File: src/sv/sdsp_pkg.sv
package sdsp_pkg;

    localparam int POSITION_BITS_DEF = 13;

    localparam int LOOP_START      = 11;
    localparam int MIN_SECTION_LEN = 12;
    localparam int CRC_LAST_OFFSET = 3;
    localparam int HEADER_LAST_POS = 9;

    localparam logic [2:0] KIND_HEADER    = 3'd0;
    localparam logic [2:0] KIND_SERVICE   = 3'd1;
    localparam logic [2:0] KIND_DESC_HDR  = 3'd2;
    localparam logic [2:0] KIND_PAYLOAD   = 3'd3;
    localparam logic [2:0] KIND_CRC       = 3'd4;
    localparam logic [2:0] KIND_MALFORMED = 3'd5;

    typedef enum logic [3:0] {
        PH_WAIT,
        PH_HDR,
        PH_RSV,
        PH_AREA,
        PH_SVC,
        PH_DLEN,
        PH_DPAY,
        PH_CRC,
        PH_DONE
    } phase_t;

    typedef struct packed {
        logic [7:0] section_byte;
        logic       first_byte;
    } in_t;

    typedef struct packed {
        logic [2:0]  record_kind;
        logic [15:0] primary_id;
        logic [15:0] secondary_value;
        logic [7:0]  tbl_id;
        logic [4:0]  version;
        logic [7:0]  sect_num;
        logic [7:0]  last_sect_num;
        logic [2:0]  flag_bits;
        logic [2:0]  run_state;
        logic [11:0] sect_len;
        logic [31:0] crc_value;
        logic [7:0]  data_byte;
    } rec_t;

endpackage

File: src/sv/sdsp_in_stage.sv
module sdsp_in_stage (
    input  logic          aclk,
    input  logic          aresetn,
    input  logic          s_valid,
    output logic          s_ready,
    input  sdsp_pkg::in_t s_data,
    output logic          in_valid,
    input  logic          take,
    output sdsp_pkg::in_t in_data
);

    logic          valid_reg;
    sdsp_pkg::in_t data_reg;

    assign s_ready  = !valid_reg || take;
    assign in_valid = valid_reg;
    assign in_data  = data_reg;

    always_ff @(posedge aclk) begin
        if (!aresetn) begin
            valid_reg <= 1'b0;
        end else if (s_ready) begin
            valid_reg <= s_valid;
        end
    end

    always_ff @(posedge aclk) begin
        if (s_valid && s_ready) begin
            data_reg <= s_data;
        end
    end

    // held byte must survive until the parser takes it
    a_hold: assert property (@(posedge aclk) disable iff (!aresetn)
        valid_reg && !take |=> valid_reg && $stable(data_reg))
        else $error("input stage lost a held byte");

endmodule

File: src/sv/sdsp_parser.sv
module sdsp_parser #(
    parameter int POSITION_BITS = sdsp_pkg::POSITION_BITS_DEF
) (
    input  logic           aclk,
    input  logic           aresetn,
    input  logic           in_valid,
    input  sdsp_pkg::in_t  in_data,
    input  logic           q_full,
    output logic           take,
    output logic           rec_valid,
    output sdsp_pkg::rec_t rec
);

    localparam int POS_W = POSITION_BITS + 1;
    localparam int SUM_W = POSITION_BITS + 2;

    localparam logic [POS_W-1:0] POS_LEN_HI   = POS_W'(1);
    localparam logic [POS_W-1:0] POS_LEN_LO   = POS_W'(2);
    localparam logic [POS_W-1:0] POS_TSID_HI  = POS_W'(3);
    localparam logic [POS_W-1:0] POS_TSID_LO  = POS_W'(4);
    localparam logic [POS_W-1:0] POS_VERSION  = POS_W'(5);
    localparam logic [POS_W-1:0] POS_SEC_NUM  = POS_W'(6);
    localparam logic [POS_W-1:0] POS_LAST_NUM = POS_W'(7);
    localparam logic [POS_W-1:0] POS_ONID_HI  = POS_W'(8);

    sdsp_pkg::phase_t phase_reg, phase_next;
    logic [POS_W-1:0] pos_reg, pos_next;

    logic [7:0]  table_id_reg, table_id_next;
    logic        syntax_reg, syntax_next;
    logic [11:0] sec_len_reg, sec_len_next;
    logic [15:0] tsid_reg, tsid_next;
    logic [4:0]  version_reg, version_next;
    logic        cur_next_reg, cur_next_next;
    logic [7:0]  sec_num_reg, sec_num_next;
    logic [7:0]  last_num_reg, last_num_next;
    logic [7:0]  onid_hi_reg, onid_hi_next;
    logic [15:0] sid_reg, sid_next;
    logic [1:0]  flags_reg, flags_next;
    logic [7:0]  b3_reg, b3_next;
    logic [7:0]  tag_reg, tag_next;
    logic [POS_W-1:0] crc_start_reg, crc_start_next;
    logic [POS_W-1:0] loop_end_reg, loop_end_next;
    logic [POS_W-1:0] desc_end_reg, desc_end_next;
    logic [31:0] crc_reg, crc_next;

    logic [7:0]       b;
    logic [11:0]      len_full;
    logic [11:0]      svc_len;
    logic [POS_W-1:0] svc_k;
    logic [SUM_W-1:0] pos_inc;
    logic [SUM_W-1:0] svc_end;
    logic [SUM_W-1:0] desc_end;
    logic [31:0]      crc_shifted;

    assign take        = in_valid && !q_full;
    assign b           = in_data.section_byte;
    assign len_full    = {sec_len_reg[11:8], b};
    assign svc_len     = {b3_reg[3:0], b};
    assign svc_k       = pos_reg - desc_end_reg;
    assign pos_inc     = SUM_W'(pos_reg) + SUM_W'(1);
    assign svc_end     = pos_inc + SUM_W'(svc_len);
    assign desc_end    = pos_inc + SUM_W'(b);
    assign crc_shifted = {crc_reg[23:0], b};

    always_comb begin
        phase_next     = phase_reg;
        pos_next       = pos_reg;
        table_id_next  = table_id_reg;
        syntax_next    = syntax_reg;
        sec_len_next   = sec_len_reg;
        tsid_next      = tsid_reg;
        version_next   = version_reg;
        cur_next_next  = cur_next_reg;
        sec_num_next   = sec_num_reg;
        last_num_next  = last_num_reg;
        onid_hi_next   = onid_hi_reg;
        sid_next       = sid_reg;
        flags_next     = flags_reg;
        b3_next        = b3_reg;
        tag_next       = tag_reg;
        crc_start_next = crc_start_reg;
        loop_end_next  = loop_end_reg;
        desc_end_next  = desc_end_reg;
        crc_next       = crc_reg;
        rec_valid      = 1'b0;
        rec            = '0;

        if (take) begin
            if (in_data.first_byte) begin
                table_id_next = b;
                pos_next      = POS_W'(1);
                phase_next    = sdsp_pkg::PH_HDR;
            end else if (phase_reg != sdsp_pkg::PH_WAIT && phase_reg != sdsp_pkg::PH_DONE) begin
                if (pos_reg[POS_W-1]) begin
                    phase_next = sdsp_pkg::PH_DONE;
                end else begin
                    pos_next = pos_inc[POS_W-1:0];
                    case (phase_reg)
                        sdsp_pkg::PH_HDR: begin
                            case (pos_reg)
                                POS_LEN_HI: begin
                                    syntax_next  = b[7];
                                    sec_len_next = {b[3:0], 8'h00};
                                end
                                POS_LEN_LO: begin
                                    sec_len_next = len_full;
                                    if (len_full >= 12'(sdsp_pkg::MIN_SECTION_LEN)) begin
                                        crc_start_next = POS_W'(len_full) - POS_W'(1);
                                    end else begin
                                        crc_start_next = '0;
                                    end
                                end
                                POS_TSID_HI:  tsid_next = {b, 8'h00};
                                POS_TSID_LO:  tsid_next = {tsid_reg[15:8], b};
                                POS_VERSION: begin
                                    version_next  = b[5:1];
                                    cur_next_next = b[0];
                                end
                                POS_SEC_NUM:  sec_num_next  = b;
                                POS_LAST_NUM: last_num_next = b;
                                POS_ONID_HI:  onid_hi_next  = b;
                                default: begin
                                    rec_valid           = 1'b1;
                                    rec.record_kind     = sdsp_pkg::KIND_HEADER;
                                    rec.primary_id      = tsid_reg;
                                    rec.secondary_value = {onid_hi_reg, b};
                                    rec.tbl_id          = table_id_reg;
                                    rec.version         = version_reg;
                                    rec.sect_num        = sec_num_reg;
                                    rec.last_sect_num   = last_num_reg;
                                    rec.flag_bits       = {1'b0, syntax_reg, cur_next_reg};
                                    rec.sect_len        = sec_len_reg;
                                    phase_next          = sdsp_pkg::PH_RSV;
                                end
                            endcase
                        end
                        sdsp_pkg::PH_RSV: begin
                            if (sec_len_reg < 12'(sdsp_pkg::MIN_SECTION_LEN)) begin
                                rec_valid       = 1'b1;
                                rec.record_kind = sdsp_pkg::KIND_MALFORMED;
                                phase_next      = sdsp_pkg::PH_DONE;
                            end else begin
                                loop_end_next = POS_W'(sdsp_pkg::LOOP_START);
                                phase_next    = sdsp_pkg::PH_AREA;
                            end
                        end
                        sdsp_pkg::PH_AREA: begin
                            if (pos_reg >= loop_end_reg) begin
                                if (pos_reg == crc_start_reg) begin
                                    crc_next   = {24'h000000, b};
                                    phase_next = sdsp_pkg::PH_CRC;
                                end else begin
                                    sid_next      = {8'h00, b};
                                    flags_next    = 2'b00;
                                    b3_next       = 8'h00;
                                    desc_end_next = pos_reg;
                                    phase_next    = sdsp_pkg::PH_SVC;
                                end
                            end else if (pos_inc == SUM_W'(loop_end_reg)) begin
                                // lone trailing loop byte
                                phase_next = sdsp_pkg::PH_AREA;
                            end else begin
                                tag_next   = b;
                                phase_next = sdsp_pkg::PH_DLEN;
                            end
                        end
                        sdsp_pkg::PH_SVC: begin
                            if (pos_reg >= crc_start_reg) begin
                                rec_valid       = 1'b1;
                                rec.record_kind = sdsp_pkg::KIND_MALFORMED;
                                phase_next      = sdsp_pkg::PH_DONE;
                            end else if (svc_k == POS_W'(1)) begin
                                sid_next = {sid_reg[7:0], b};
                            end else if (svc_k == POS_W'(2)) begin
                                flags_next = b[1:0];
                            end else if (svc_k == POS_W'(3)) begin
                                b3_next = b;
                            end else if (svc_end > SUM_W'(crc_start_reg)) begin
                                rec_valid       = 1'b1;
                                rec.record_kind = sdsp_pkg::KIND_MALFORMED;
                                phase_next      = sdsp_pkg::PH_DONE;
                            end else begin
                                loop_end_next       = svc_end[POS_W-1:0];
                                rec_valid           = 1'b1;
                                rec.record_kind     = sdsp_pkg::KIND_SERVICE;
                                rec.primary_id      = sid_reg;
                                rec.secondary_value = {4'h0, svc_len};
                                rec.flag_bits       = {b3_reg[4], flags_reg};
                                rec.run_state       = b3_reg[7:5];
                                phase_next          = sdsp_pkg::PH_AREA;
                            end
                        end
                        sdsp_pkg::PH_DLEN: begin
                            if (desc_end > SUM_W'(loop_end_reg)) begin
                                rec_valid       = 1'b1;
                                rec.record_kind = sdsp_pkg::KIND_MALFORMED;
                                phase_next      = sdsp_pkg::PH_DONE;
                            end else begin
                                desc_end_next       = desc_end[POS_W-1:0];
                                rec_valid           = 1'b1;
                                rec.record_kind     = sdsp_pkg::KIND_DESC_HDR;
                                rec.primary_id      = {8'h00, tag_reg};
                                rec.secondary_value = {8'h00, b};
                                phase_next = (b != 8'h00) ? sdsp_pkg::PH_DPAY
                                                          : sdsp_pkg::PH_AREA;
                            end
                        end
                        sdsp_pkg::PH_DPAY: begin
                            rec_valid       = 1'b1;
                            rec.record_kind = sdsp_pkg::KIND_PAYLOAD;
                            rec.data_byte   = b;
                            if (pos_inc >= SUM_W'(desc_end_reg)) begin
                                phase_next = sdsp_pkg::PH_AREA;
                            end
                        end
                        sdsp_pkg::PH_CRC: begin
                            crc_next = crc_shifted;
                            if (pos_reg - crc_start_reg >= POS_W'(sdsp_pkg::CRC_LAST_OFFSET)) begin
                                rec_valid       = 1'b1;
                                rec.record_kind = sdsp_pkg::KIND_CRC;
                                rec.crc_value   = crc_shifted;
                                phase_next      = sdsp_pkg::PH_DONE;
                            end
                        end
                        default: begin
                            phase_next = sdsp_pkg::PH_DONE;
                        end
                    endcase
                end
            end
        end
    end

    always_ff @(posedge aclk) begin
        if (!aresetn) begin
            phase_reg <= sdsp_pkg::PH_WAIT;
            pos_reg   <= '0;
        end else begin
            phase_reg <= phase_next;
            pos_reg   <= pos_next;
        end
    end

    always_ff @(posedge aclk) begin
        table_id_reg  <= table_id_next;
        syntax_reg    <= syntax_next;
        sec_len_reg   <= sec_len_next;
        tsid_reg      <= tsid_next;
        version_reg   <= version_next;
        cur_next_reg  <= cur_next_next;
        sec_num_reg   <= sec_num_next;
        last_num_reg  <= last_num_next;
        onid_hi_reg   <= onid_hi_next;
        sid_reg       <= sid_next;
        flags_reg     <= flags_next;
        b3_reg        <= b3_next;
        tag_reg       <= tag_next;
        crc_start_reg <= crc_start_next;
        loop_end_reg  <= loop_end_next;
        desc_end_reg  <= desc_end_next;
        crc_reg       <= crc_next;
    end

    a_header_pos: assert property (@(posedge aclk) disable iff (!aresetn)
        rec_valid && rec.record_kind == sdsp_pkg::KIND_HEADER
        |-> pos_reg == POS_W'(sdsp_pkg::HEADER_LAST_POS))
        else $error("header record off its byte");

    a_end_done: assert property (@(posedge aclk) disable iff (!aresetn)
        rec_valid && (rec.record_kind == sdsp_pkg::KIND_CRC
                   || rec.record_kind == sdsp_pkg::KIND_MALFORMED)
        |=> phase_reg == sdsp_pkg::PH_DONE)
        else $error("section not closed after final record");

endmodule

File: src/sv/sdsp_out_queue.sv
module sdsp_out_queue (
    input  logic           aclk,
    input  logic           aresetn,
    input  logic           push,
    input  sdsp_pkg::rec_t push_data,
    output logic           full,
    output logic           m_valid,
    input  logic           m_ready,
    output sdsp_pkg::rec_t m_data
);

    logic [1:0]     count_reg, count_next;
    logic           wr_ptr_reg;
    logic           rd_ptr_reg;
    sdsp_pkg::rec_t entry_reg [2];
    logic           pop;

    assign full    = count_reg == 2'd2;
    assign m_valid = count_reg != 2'd0;
    assign m_data  = entry_reg[rd_ptr_reg];
    assign pop     = m_valid && m_ready;

    always_comb begin
        count_next = count_reg;
        if (push && !pop) begin
            count_next = count_reg + 2'd1;
        end else if (pop && !push) begin
            count_next = count_reg - 2'd1;
        end
    end

    always_ff @(posedge aclk) begin
        if (!aresetn) begin
            count_reg  <= 2'd0;
            wr_ptr_reg <= 1'b0;
            rd_ptr_reg <= 1'b0;
        end else begin
            count_reg <= count_next;
            if (push) begin
                wr_ptr_reg <= !wr_ptr_reg;
            end
            if (pop) begin
                rd_ptr_reg <= !rd_ptr_reg;
            end
        end
    end

    always_ff @(posedge aclk) begin
        if (push) begin
            entry_reg[wr_ptr_reg] <= push_data;
        end
    end

    a_no_overflow: assert property (@(posedge aclk) disable iff (!aresetn)
        push |-> count_reg != 2'd2)
        else $error("push into full queue");

    a_ptr_track: assert property (@(posedge aclk) disable iff (!aresetn)
        (count_reg == 2'd0 || count_reg == 2'd2) |-> wr_ptr_reg == rd_ptr_reg)
        else $error("queue pointers disagree with count");

endmodule

File: src/sv/service_description_section_parser.sv
// A byte is registered at the input and parsed; its record is then queued.
// Throughput: one section byte per cycle while the queue is not full, set by
// the parse stage between the input register and a two-entry result queue.
// A byte that causes no record leaves nothing in the queue.
// Reset (aresetn, synchronous, active low) empties both stages and puts the
// parser back to waiting for a first byte.
module service_description_section_parser #(
    parameter int POSITION_BITS = sdsp_pkg::POSITION_BITS_DEF
) (
    input  logic           aclk,
    input  logic           aresetn,
    input  logic           s_valid,
    output logic           s_ready,
    input  sdsp_pkg::in_t  s_data,
    output logic           m_valid,
    input  logic           m_ready,
    output sdsp_pkg::rec_t m_data
);

    logic           in_valid;
    sdsp_pkg::in_t  in_data;
    logic           take;
    logic           q_full;
    logic           rec_valid;
    sdsp_pkg::rec_t rec;

    sdsp_in_stage u_in (
        .aclk     (aclk),
        .aresetn  (aresetn),
        .s_valid  (s_valid),
        .s_ready  (s_ready),
        .s_data   (s_data),
        .in_valid (in_valid),
        .take     (take),
        .in_data  (in_data)
    );

    sdsp_parser #(
        .POSITION_BITS (POSITION_BITS)
    ) u_parser (
        .aclk      (aclk),
        .aresetn   (aresetn),
        .in_valid  (in_valid),
        .in_data   (in_data),
        .q_full    (q_full),
        .take      (take),
        .rec_valid (rec_valid),
        .rec       (rec)
    );

    sdsp_out_queue u_queue (
        .aclk      (aclk),
        .aresetn   (aresetn),
        .push      (rec_valid),
        .push_data (rec),
        .full      (q_full),
        .m_valid   (m_valid),
        .m_ready   (m_ready),
        .m_data    (m_data)
    );

endmodule

File: config.mk
export PLATFORM = sky130hd
export DESIGN_NAME = service_description_section_parser
export DESIGN_NICKNAME = d
export VERILOG_FILES = /design/src/sv/sdsp_pkg.sv /design/src/sv/sdsp_in_stage.sv /design/src/sv/sdsp_parser.sv /design/src/sv/sdsp_out_queue.sv /design/src/sv/service_description_section_parser.sv
export SDC_FILE = /design/constraint.sdc
export NUM_CORES = 1
export LEC_CHECK = 0
export BUFFER_PORTS_ARGS = -buffer_cell sky130_fd_sc_hd__buf_2
export CORE_MARGIN = 2
export CORE_UTILIZATION = 40
export CTS_CLUSTER_DIAMETER = 80
export DETAILED_ROUTE_END_ITERATION = 7
export GPL_TIMING_DRIVEN = 0
export PLACE_DENSITY_LB_ADDON = 0.2
export REMOVE_ABC_BUFFERS = 1
export SYNTH_ARGS = -nofsm -noshare
export SYNTH_HDL_FRONTEND = slang
export SYNTH_SLANG_ARGS = --single-unit
File: constraint.sdc
create_clock -name aclk -period 9.71 [get_ports aclk]
set_input_delay 1.942 -clock aclk [delete_from_list [all_inputs] [get_ports aclk]]
set_output_delay 1.942 -clock aclk [all_outputs]
set_load 0.1 [all_outputs]
==> results of run 1 <==
report_power, final:
group          internal (mW)  switching (mW)  leakage, nW  total, mW
clock                  0.994           0.741        0.712       1.74
sequential              2.08          0.0331         4.25       2.11
combinational         0.0459          0.0818         4.87      0.128
total                   3.12           0.856         9.83       3.97
final timing paths:
path / startpoint / end / slack, ps / cells after the start
worst max-delay path: u_parser.pos_reg[1] / u_queue.entry_reg[0][95] / 860 / 19
worst min-delay path: u_queue.rd_ptr_reg / u_queue.rd_ptr_reg / 530 / 2
worst max register to register: u_parser.pos_reg[1] / u_queue.entry_reg[0][95] / 860 / 19
worst min register to register: u_queue.rd_ptr_reg / u_queue.rd_ptr_reg / 530 / 2
cell families (layout without fill, tap and decap cells):
family	after synthesis	in the layout	share of synthesized area [%]
adder cells (fa/ha/maj)	108	108	6.224
buffers and inverters	169	324	2.942
AO/OA/AOI/OAI	286	286	9.013
other	1	4	0.01699
flip-flops	443	443	59.18
XOR/XNOR	60	60	2.443
AND/OR/NAND/NOR	551	551	13.55
multiplexers	131	131	6.638
tightest hold or removal path: stages (launching register included):
cell	delay, ps
dfxtp_1	330
xor2_1	80
nor2_1	80
final cells by class:
cell class              instances  area, sq um
fillers                      4988        29660
flip-flops and latches        443        13070
multi-input cells            1137         8447
clock buffers                  64         1259
repair buffers                154         1013
well taps                     704        880.8
inverters                      86        322.8
clock inverters                20        217.7
diodes                          3        7.507
stage by stage:
step                      utilization, %  power, mW  area [sq um]  std cells  setup TNS [ps]
after floorplan                        -      2.210         21750       1666               0
after global placement             42.47      2.269         23310       2506         -836530
after detailed placement           43.21      2.275         23710       2523               0
after CTS                          45.90      4.000         25190       2607               0
after global routing               45.93      4.089         25210       2608               0
final                              45.95      3.971         25210       2611               0
Yosys cell counts, types with 4 or more instances:
| cell | count |
|---|---|
| and3_1 | 103 |
| nand3_1 | 29 |
| nor4_1 | 16 |
| dfxtp_1 | 24 |
| or3_1 | 11 |
| nor2b_1 | 16 |
| mux2_2 | 122 |
| o31a_1 | 5 |
| inv_1 | 82 |
| nor3b_1 | 16 |
| nand2_1 | 75 |
| and2_1 | 61 |
| ha_1 | 105 |
| o21bai_1 | 4 |
| or4_1 | 6 |
| a21o_1 | 14 |
| buf_1 | 4 |
| a21boi_0 | 6 |
| o21a_1 | 14 |
| a31oi_1 | 9 |
| clkbuf_1 | 72 |
| nor2_1 | 110 |
| a211oi_1 | 12 |
| nor3_1 | 45 |
| o211ai_1 | 5 |
| o2111ai_1 | 8 |
| o21ai_1 | 14 |
| a21oi_1 | 64 |
| buf_2 | 6 |
| nand4_1 | 20 |
| o31ai_1 | 10 |
| o21ai_0 | 46 |
| edfxtp_1 | 419 |
| and4_1 | 5 |
| a2111oi_0 | 5 |
| xor2_1 | 23 |
| mux2i_1 | 8 |
| a22oi_1 | 4 |
| a211o_1 | 4 |
| a222oi_1 | 9 |
| a22o_1 | 14 |
| xnor2_1 | 36 |
| nand2b_1 | 21 |
metal layers:
layer,share of wire (%),up-vias,GRT usage (%)
li1,-,6865,-
met1,45,7431,27.44
met2,47,462,33.44
met3,5.4,83,3.326
met4,2.2,0,5.417
met5,0,-,0
==> impl_metrics.py, run 1 <==
metrics = {
    "timing": {
        "finalSetupViolCount": 0,
        "maxSlewViolCount": 0,
        "fin_crit_sh_pct": 91.19,
        "hold-worst-slack_ps": 532.2,
        "max_slew_margin_pct": 9.125,
        "hold_viol": 0,
        "fmax_mhz": 112.9,
        "fin_crit_ps": 8855,
        "rsz0062_at_grt": "false",
        "skew_ps": 19.98,
        "fin_ws_ps": 855.2,
        "worstMarginPinSlew_ps": 1363,
    },
    "global_route": {
        "grt_overflow": 0,
        "grt_pass1_vias": 14470,
        "track_usage_pct": 20.16,
        "antenna_found_initial": 0,
        "grt_pass1_wl_microns": 87400,
        "grt_max_degree": 67,
    },
    "drt": {
        "num_vias": 14840,
        "ant_nets": 0,
        "dr.pass1.iters": 5,
        "drt-total-wl_microns": 58570,
        "post-route-drc-count": 0,
        "initialDrtViolationCount": 1087,
        "viasPerCell": 5.684,
        "wl_per_cell_microns": 22.43,
    },
    "floorplanning": {
        "core-area_sq_um": 54880,
        "rows": 86,
        "initial_utilization_pct": 40.22,
        "die-area_sq_um": 57080,
        "die-height_microns": 238.9,
        "num_io_pins": 137,
        "die_w_microns": 238.9,
    },
    "logic_synthesis": {
        "yosys-top-cells-area": "edfxtp_1, mux2_2, ha_1",
        "syn_inst": 1749,
        "yosysSeqAreaShare_pct": 59.18,
        "async_flop_share_pct": 0,
        "ys.warnings.count": 0,
        "synth_top_area_share_pct": 57.00,
        "ys_types": 87,
        "syn_area_sq_um": 22070,
        "synth_area_leader_cell": "edfxtp_1",
        "synth-edff-count": 419,
        "synth_seq_cells": 443,
        "synth-main-ff-cell": "edfxtp_1",
        "avgSynthCellArea_sq_um": 12.62,
    },
    "layout": {
        "largest_reg_flops": 244,
        "mostFrequentLayoutCells": "edfxtp_1, buf_2, mux2_2",
        "syn_to_final_growth_pct": 14.23,
        "layout_commonest_cell": "edfxtp_1",
        "drive_above_1_share_pct": 19.43,
        "fin_nets": 1989,
    },
    "pwr": {
        "ir_drop_mv": 0.1155,
        "powerDensity_nw_per_um2": 157.5,
        "leakagePower_nw": 9.830,
    },
    "clock_network": {
        "cts_resized": 0,
        "cts_root_buffer": "clkbuf_16",
        "cts_setup_buffers": 0,
        "postCtsHoldBufs": 0,
        "htreeDepth": 2,
        "cts-buffers-inserted": 46,
        "clk_pin_slew_ps": 60,
        "clk_latency_ps": 580,
        "cts_buffer_depth": 3,
        "clock-sinks": 443,
        "cts_tree": "yes",
    },
    "place": {
        "place.gp.congestion": 0.8902,
        "pre_cts_ws_ps": 1080,
        "dpl.hpwl_microns": 39930,
        "port_buffers": 136,
    },
    "setup_path": {
        "required_ps": 10120,
        "worstPathCellList": "ha_1 -> and4_1 -> nand2_1 -> xnor2_1 -> ha_1 -> a2111oi_0 -> o31ai_1 -> nor3_1 -> nor2_1 -> ha_1 -> and4_1 -> nand2_1 -> or4_1 -> o311a_1 -> a311oi_1 -> o2111ai_1 -> a31oi_2 -> nor2b_1 -> a22o_1",
        "cp_top_family": "compound AO/OA/AOI/OAI gates",
        "cp-end-kind": "flop",
        "start_kind": "flop",
        "crit_top_cell": "ha_1",
        "crit_type": "flop to flop",
        "crit_fanout": 16,
        "slowest_stage": "nor2b_1",
        "path_buf_inv": 0,
        "crit_arrival_ps": 9260,
        "slowest_delay_ps": 980,
    },
    "min_path": {
        "hold_class": "flop to flop",
    },
    "run_status": {
        "status": "finished clean",
    },
    "run": {
        "maxCapViolCount": 0,
    },
}
No activity file was read; power rests on OpenSTA's default activity.
==> run 2: changes to the inputs <==
--- a/config.mk
+++ b/config.mk
@@ -12,6 +12,7 @@
 export DETAILED_ROUTE_END_ITERATION = 7
 export GPL_TIMING_DRIVEN = 0
 export PLACE_DENSITY_LB_ADDON = 0.2
+export RECOVER_POWER = 25
 export REMOVE_ABC_BUFFERS = 1
 export SYNTH_ARGS = -nofsm -noshare
 export SYNTH_HDL_FRONTEND = slang
==> constraint.sdc (replaced) <==
create_clock -name aclk -period 7.7 [get_ports aclk]
set_input_delay 1.54 -clock aclk [delete_from_list [all_inputs] [get_ports aclk]]
set_output_delay 1.54 -clock aclk [all_outputs]
set_load 0.1 [all_outputs]
==> impl_metrics.py, run 2 (synthesis results as in run 1) <==
metrics = {
    "run_status": {
        "status": "complete, but fails checks",
        "violations": "capacitance limit, slew limit",
    },
    "run": {
        "maxCapViolCount": 2,
    },
    "floorplanning": {
        "num_io_pins": 137,
        "initial_utilization_pct": 40.22,
        "die-height_microns": 238.9,
        "die-area_sq_um": 57080,
        "die_w_microns": 238.9,
        "core-area_sq_um": 54880,
        "rows": 86,
    },
    "layout": {
        "fin_nets": 1989,
        "fin_util_pct": 45.83,
        "drive_above_1_share_pct": 18.91,
        "antenna_cells": 0,
        "fillers": 5004,
        "syn_to_final_growth_pct": 13.95,
        "largest_reg_flops": 244,
        "mostFrequentLayoutCells": "edfxtp_1, buf_2, mux2_2",
        "layout_commonest_cell": "edfxtp_1",
    },
    "setup_path": {
        "crit_type": "flop to flop",
        "reg2reg_from": "u_parser.pos_reg[1]",
        "crit_fanout": 16,
        "crit_start": "u_parser.pos_reg[1]",
        "cp-end-kind": "flop",
        "r2r_slack_ps": 240,
        "start_kind": "flop",
        "endpoint": "u_queue.entry_reg[0][95]",
        "ff2ff_path_depth": 20,
        "crit_arrival_ps": 7860,
        "required_ps": 8110,
        "timing.rr.end": "u_queue.entry_reg[0][95]",
    },
    "pwr": {
        "combPwrFrac_pct": 3.2,
        "powerDensity_nw_per_um2": 198.9,
        "p_seq_share_pct": 53.2,
        "leakagePower_nw": 9.757,
        "p_clk_share_pct": 43.6,
        "p_int_mw": 3.927,
        "swShare_pct": 21.49,
        "ir_drop_mv": 0.1455,
        "p_sw_mw": 1.075,
        "total_power_mw": 5.002,
    },
    "clock_network": {
        "clk_latency_ps": 580,
        "cts_buffer_depth": 3,
        "postCtsHoldBufs": 0,
        "clock-sinks": 443,
        "cts_tree": "yes",
        "cts-buffers-inserted": 46,
        "clk_pin_slew_ps": 60,
        "cts_setup_buffers": 0,
        "htreeDepth": 2,
        "cts_root_buffer": "clkbuf_16",
    },
    "timing": {
        "fin_ws_ps": 242.7,
        "rsz0062_at_grt": "false",
        "maxSlewViolCount": 79,
        "max_slew_margin_pct": -19.19,
        "hold_viol": 0,
        "finalSetupViolCount": 0,
        "fin_crit_ps": 7457,
        "fin_crit_sh_pct": 96.85,
        "skew_ps": 20.16,
        "fmax_mhz": 134.1,
        "worstMarginPinSlew_ps": 1788,
    },
    "min_path": {
        "hold_start": "u_queue.rd_ptr_reg",
        "hold_class": "flop to flop",
    },
    "place": {
        "port_buffers": 136,
        "pre_cts_ws_ps": -930.0,
        "place.gp.congestion": 0.8902,
        "dpl.hpwl_microns": 39930,
    },
    "drt": {
        "drt-total-wl_microns": 58550,
        "ant_nets": 0,
        "viasPerCell": 5.680,
        "num_vias": 14810,
        "wl_per_cell_microns": 22.45,
        "post-route-drc-count": 0,
        "initialDrtViolationCount": 1046,
        "dr.pass1.iters": 5,
    },
    "global_route": {
        "grt_overflow": 0,
        "grt_pass1_wl_microns": 87430,
        "grt_max_degree": 67,
        "antenna_found_initial": 0,
        "grt_pass1_vias": 14470,
        "track_usage_pct": 20.16,
    },
}
-- run 2: cell types whose count changed in the layout (fill, tap and decap cells not counted), sizes merged --
cell,change
clkbuf,+11
diode,-3
buf,-11
-- run 2: final cells by class --
cell class | instances | area (sq um) | area share (%)
clock buffers | 64 | 1259 | 5.004
clock inverters | 20 | 217.7 | 0.8655
inverters | 86 | 322.8 | 1.283
multi-input cells | 1137 | 8442 | 33.56
flip-flops and latches | 443 | 13070 | 51.96
well taps | 704 | 880.8 | 3.502
repair buffers | 154 | 960.9 | 3.820
-- run 2: worst min-delay path by stage --
stage | cells past startpoint | endpoint
detailed placement | 2 | flop
finish | 2 | u_queue.rd_ptr_reg
global placement | 2 | flop
global route | 2 | u_queue.rd_ptr_reg
CTS | 2 | u_queue.count_reg[1]
floorplan | 2 | flop
-- run 2: worst max-delay path: stages, from the launching register on --
cell	delay, ps
dfxtp_2	600
ha_2	470
and4_1	520
nand4_1	180
xor2_1	330
inv_1	210
ha_1	420
nand2_1	80
o31ai_1	480
o211ai_1	180
a21oi_1	210
xor2_1	290
ha_1	210
nand3_1	100
or4_1	550
o311a_1	180
a311oi_1	500
o2111ai_1	410
a31oi_4	600
nor2b_4	490
a22o_1	270
-- run 2: power groups by stage --
stage          sequential [mW]  combinational [mW]  clock [mW]
2_1_floorplan             2.68               0.102           0
3_3_place_gp              2.71               0.148           0
3_5_place_dp              2.71               0.158           0
4_1_cts                   2.66               0.159        2.23
5_1_grt                   2.66               0.174        2.32
6_report                  2.66               0.160        2.18
-- run 2: repair_timing --
item                       in CTS  in global routing
pin swaps                       0                  0
setup endpoints to repair      62                 74
gates resized for setup         4                  5
gates cloned                    0                  0
-- run 2: metrics by stage --
stage / instances / instance area, sq um / setup TNS (ps) / hold WS [ps]
2_1_floorplan: 1666 / 21750 / -204700 / 472.5
3_3_place_gp: 2506 / 23310 / -1455820 / 485.6
3_5_place_dp: 2523 / 23710 / -24680 / 510.3
4_1_cts: 2607 / 25210 / 0 / 534.4
5_1_grt: 2608 / 25150 / 0 / 560.5
6_report: 2608 / 25150 / 0 / 532.6
-- run 2: routing by layer --
| metal | GRT usage, % | vias to the layer above | wire (microns) |
|---|---|---|---|
| met2 | 33.48 | 462 | 27830 |
| li1 | - | 6857 | - |
| met1 | 27.47 | 7410 | 26120 |
| met3 | 3.268 | 84 | 3324 |
| met5 | 0 | - | 0 |
| met4 | 5.360 | 0 | 1273 |
==> run 3: changes to the inputs <==
--- a/config.mk
+++ b/config.mk
@@ -11,7 +11,7 @@
 export CTS_CLUSTER_DIAMETER = 80
 export DETAILED_ROUTE_END_ITERATION = 7
 export GPL_TIMING_DRIVEN = 0
-export PLACE_DENSITY_LB_ADDON = 0.2
+export PLACE_DENSITY = 0.6
 export RECOVER_POWER = 25
 export REMOVE_ABC_BUFFERS = 1
 export SYNTH_ARGS = -nofsm -noshare
==> impl_metrics.py, run 3 (synthesis results as in run 1) <==
metrics = {
    "timing": {
        "maxSlewViolCount": 81,
        "finalSetupViolCount": 0,
        "fin_crit_sh_pct": 94.19,
        "max_slew_margin_pct": -33.69,
        "hold_viol": 0,
        "fin_ws_ps": 447.4,
        "fmax_mhz": 137.9,
        "worstMarginPinSlew_ps": 2005,
        "rsz0062_at_grt": "false",
        "fin_crit_ps": 7253,
        "setup_tns_ps": 0,
        "hold-worst-slack_ps": 504.3,
        "skew_ps": 24.69,
    },
    "setup_path": {
        "cp_top_family": "compound AO/OA/AOI/OAI gates",
        "crit_top_cell": "ha_1",
        "endpoint": "u_queue.entry_reg[1][95]",
        "worst-path-stages": 19,
        "timing.rr.end": "u_queue.entry_reg[1][95]",
        "cp-end-kind": "flop",
        "r2r_slack_ps": 450,
        "start_kind": "flop",
        "required_ps": 8100,
        "path_buf_inv": 0,
        "crit_arrival_ps": 7660,
        "slowest_stage": "dfxtp_2",
        "crit_fanout": 14,
        "worstPathCellList": "ha_1 -> and4_1 -> nand2_1 -> xnor2_1 -> ha_1 -> a2111oi_1 -> o31ai_1 -> o211ai_1 -> a21oi_1 -> xor2_1 -> ha_1 -> nand3_1 -> or4_1 -> o311a_1 -> a311oi_1 -> o2111ai_1 -> a31oi_4 -> nor2b_4 -> a22o_1",
        "reg2reg_from": "u_parser.pos_reg[1]",
        "ff2ff_path_depth": 19,
        "crit_type": "flop to flop",
        "crit_start": "u_parser.pos_reg[1]",
        "slowest_delay_ps": 600,
    },
    "layout": {
        "syn_to_final_growth_pct": 14.07,
        "drive_above_1_share_pct": 19.15,
        "finish.instance_area_sq_um": 25180,
        "seqCellArea_sq_um": 13070,
        "multiInputGateArea_sq_um": 8446,
        "mostFrequentLayoutCells": "edfxtp_1, buf_2, mux2_2",
        "fin_nets": 1991,
        "largest_reg_flops": 244,
        "layout_commonest_cell": "edfxtp_1",
        "fillers": 4941,
    },
    "pwr": {
        "total_power_mw": 5.040,
        "combPwrFrac_pct": 3.1,
        "powerDensity_nw_per_um2": 200.2,
        "p_seq_share_pct": 52.7,
        "p_clk_share_pct": 44.2,
        "p_int_mw": 3.953,
        "swShare_pct": 21.57,
        "ir_drop_mv": 0.1356,
        "p_sw_mw": 1.087,
        "leakagePower_nw": 9.787,
    },
    "run": {
        "maxCapViolCount": 3,
    },
    "drt": {
        "met3_length_microns": 3647,
        "ant_nets": 0,
        "drt-met1-wl_microns": 25600,
        "dr.pass1.iters": 6,
        "viasPerCell": 5.675,
        "drt-total-wl_microns": 57970,
        "wl_per_cell_microns": 22.19,
        "num_vias": 14820,
        "initialDrtViolationCount": 1364,
        "post-route-drc-count": 0,
        "met2_length_microns": 27280,
        "top_layer": "met4",
    },
    "floorplanning": {
        "die-height_microns": 238.9,
        "initial_utilization_pct": 40.22,
        "core-area_sq_um": 54880,
        "rows": 86,
        "die_w_microns": 238.9,
        "num_io_pins": 137,
        "die-area_sq_um": 57080,
    },
    "global_route": {
        "grt_max_degree": 67,
        "antenna_found_initial": 0,
        "track_usage_pct": 19.94,
        "grt_pass1_wl_microns": 87170,
        "grt_overflow": 0,
        "grt_pass1_vias": 14590,
    },
    "place": {
        "dpl_cell_area_sq_um": 23700,
        "port_buffers": 136,
        "place.gp.congestion": 0.9106,
        "dpl.hpwl_microns": 39200,
        "pre_cts_ws_ps": -721.3,
    },
    "clock_network": {
        "clock-sinks": 443,
        "cts-buffers-inserted": 46,
        "cts_buffer_depth": 3,
        "clk_pin_slew_ps": 60,
        "cts_root_buffer": "clkbuf_16",
        "cts_tree": "yes",
        "clk_latency_ps": 580,
        "htreeDepth": 2,
    },
    "run_status": {
        "status": "complete, but fails checks",
        "violations": "capacitance limit, slew limit",
    },
    "min_path": {
        "hold_class": "flop to flop",
    },
}
[run 3: changes by cell type in the layout (fill, tap and decap cells not counted), sizes merged]
| cell | delta |
|---|---|
| clkbuf | -6 |
| diode | +2 |
| inv | +1 |
| clkinvlp | +1 |
| buf | +2 |
| clkinv | +3 |
| bufinv | +1 |
[run 3: how the worst min path moves through the flow]
stage,from,endpoint,depth (start not counted)
after detailed placement,u_queue.rd_ptr_reg,flop,2
after global placement,u_queue.rd_ptr_reg,flop,2
final,u_queue.rd_ptr_reg,flop,2
after global routing,u_queue.rd_ptr_reg,u_queue.rd_ptr_reg,2
after CTS,u_queue.rd_ptr_reg,flop,2
after floorplan,u_queue.rd_ptr_reg,flop,2
[run 3: repair_timing]
item / 4_1_cts / 5_1_grt
hold buffers: 0 / 0
setup endpoints to repair: 50 / 36
setup buffers: 0 / 2
gates resized for setup: 5 / 1
[run 3: cell type report]
type                       instances  area share (%)
timing repair buffer             156           3.796
multi-input combinational       1137           33.54
antenna                            2         0.01988
clock inverter                    26           1.053
clock buffer                      58           4.910
sequential                       443           51.90
tap                              704           3.498
inverter                          86           1.282
[run 3: worst min-delay path, stage by stage (launching register included)]
cell and delay [ps]:
dfxtp_1 320, xor2_1 80, nor2_1 70
[run 3: layer usage]
| metal | vias up | track usage, % |
|---|---|---|
| met5 | - | 0 |
| met4 | 0 | 5.814 |
| met3 | 93 | 3.176 |
| met2 | 509 | 32.92 |
| met1 | 7360 | 27.15 |
| li1 | 6862 | - |
[run 3: power by group through the flow]
stage | combinational [mW] | clock, mW | sequential, mW
2_1_floorplan | 0.102 | 0 | 2.68
3_3_place_gp | 0.146 | 0 | 2.71
3_5_place_dp | 0.155 | 0 | 2.71
4_1_cts | 0.156 | 2.26 | 2.66
5_1_grt | 0.173 | 2.36 | 2.66
6_report | 0.156 | 2.23 | 2.66
[run 3: through the flow]
stage                     instances  util (%)
after floorplan                1666         -
after global placement         2506     42.47
after CTS                      2606     45.96
final                          2612     45.88
after global routing           2610     45.87
after detailed placement       2522     43.18
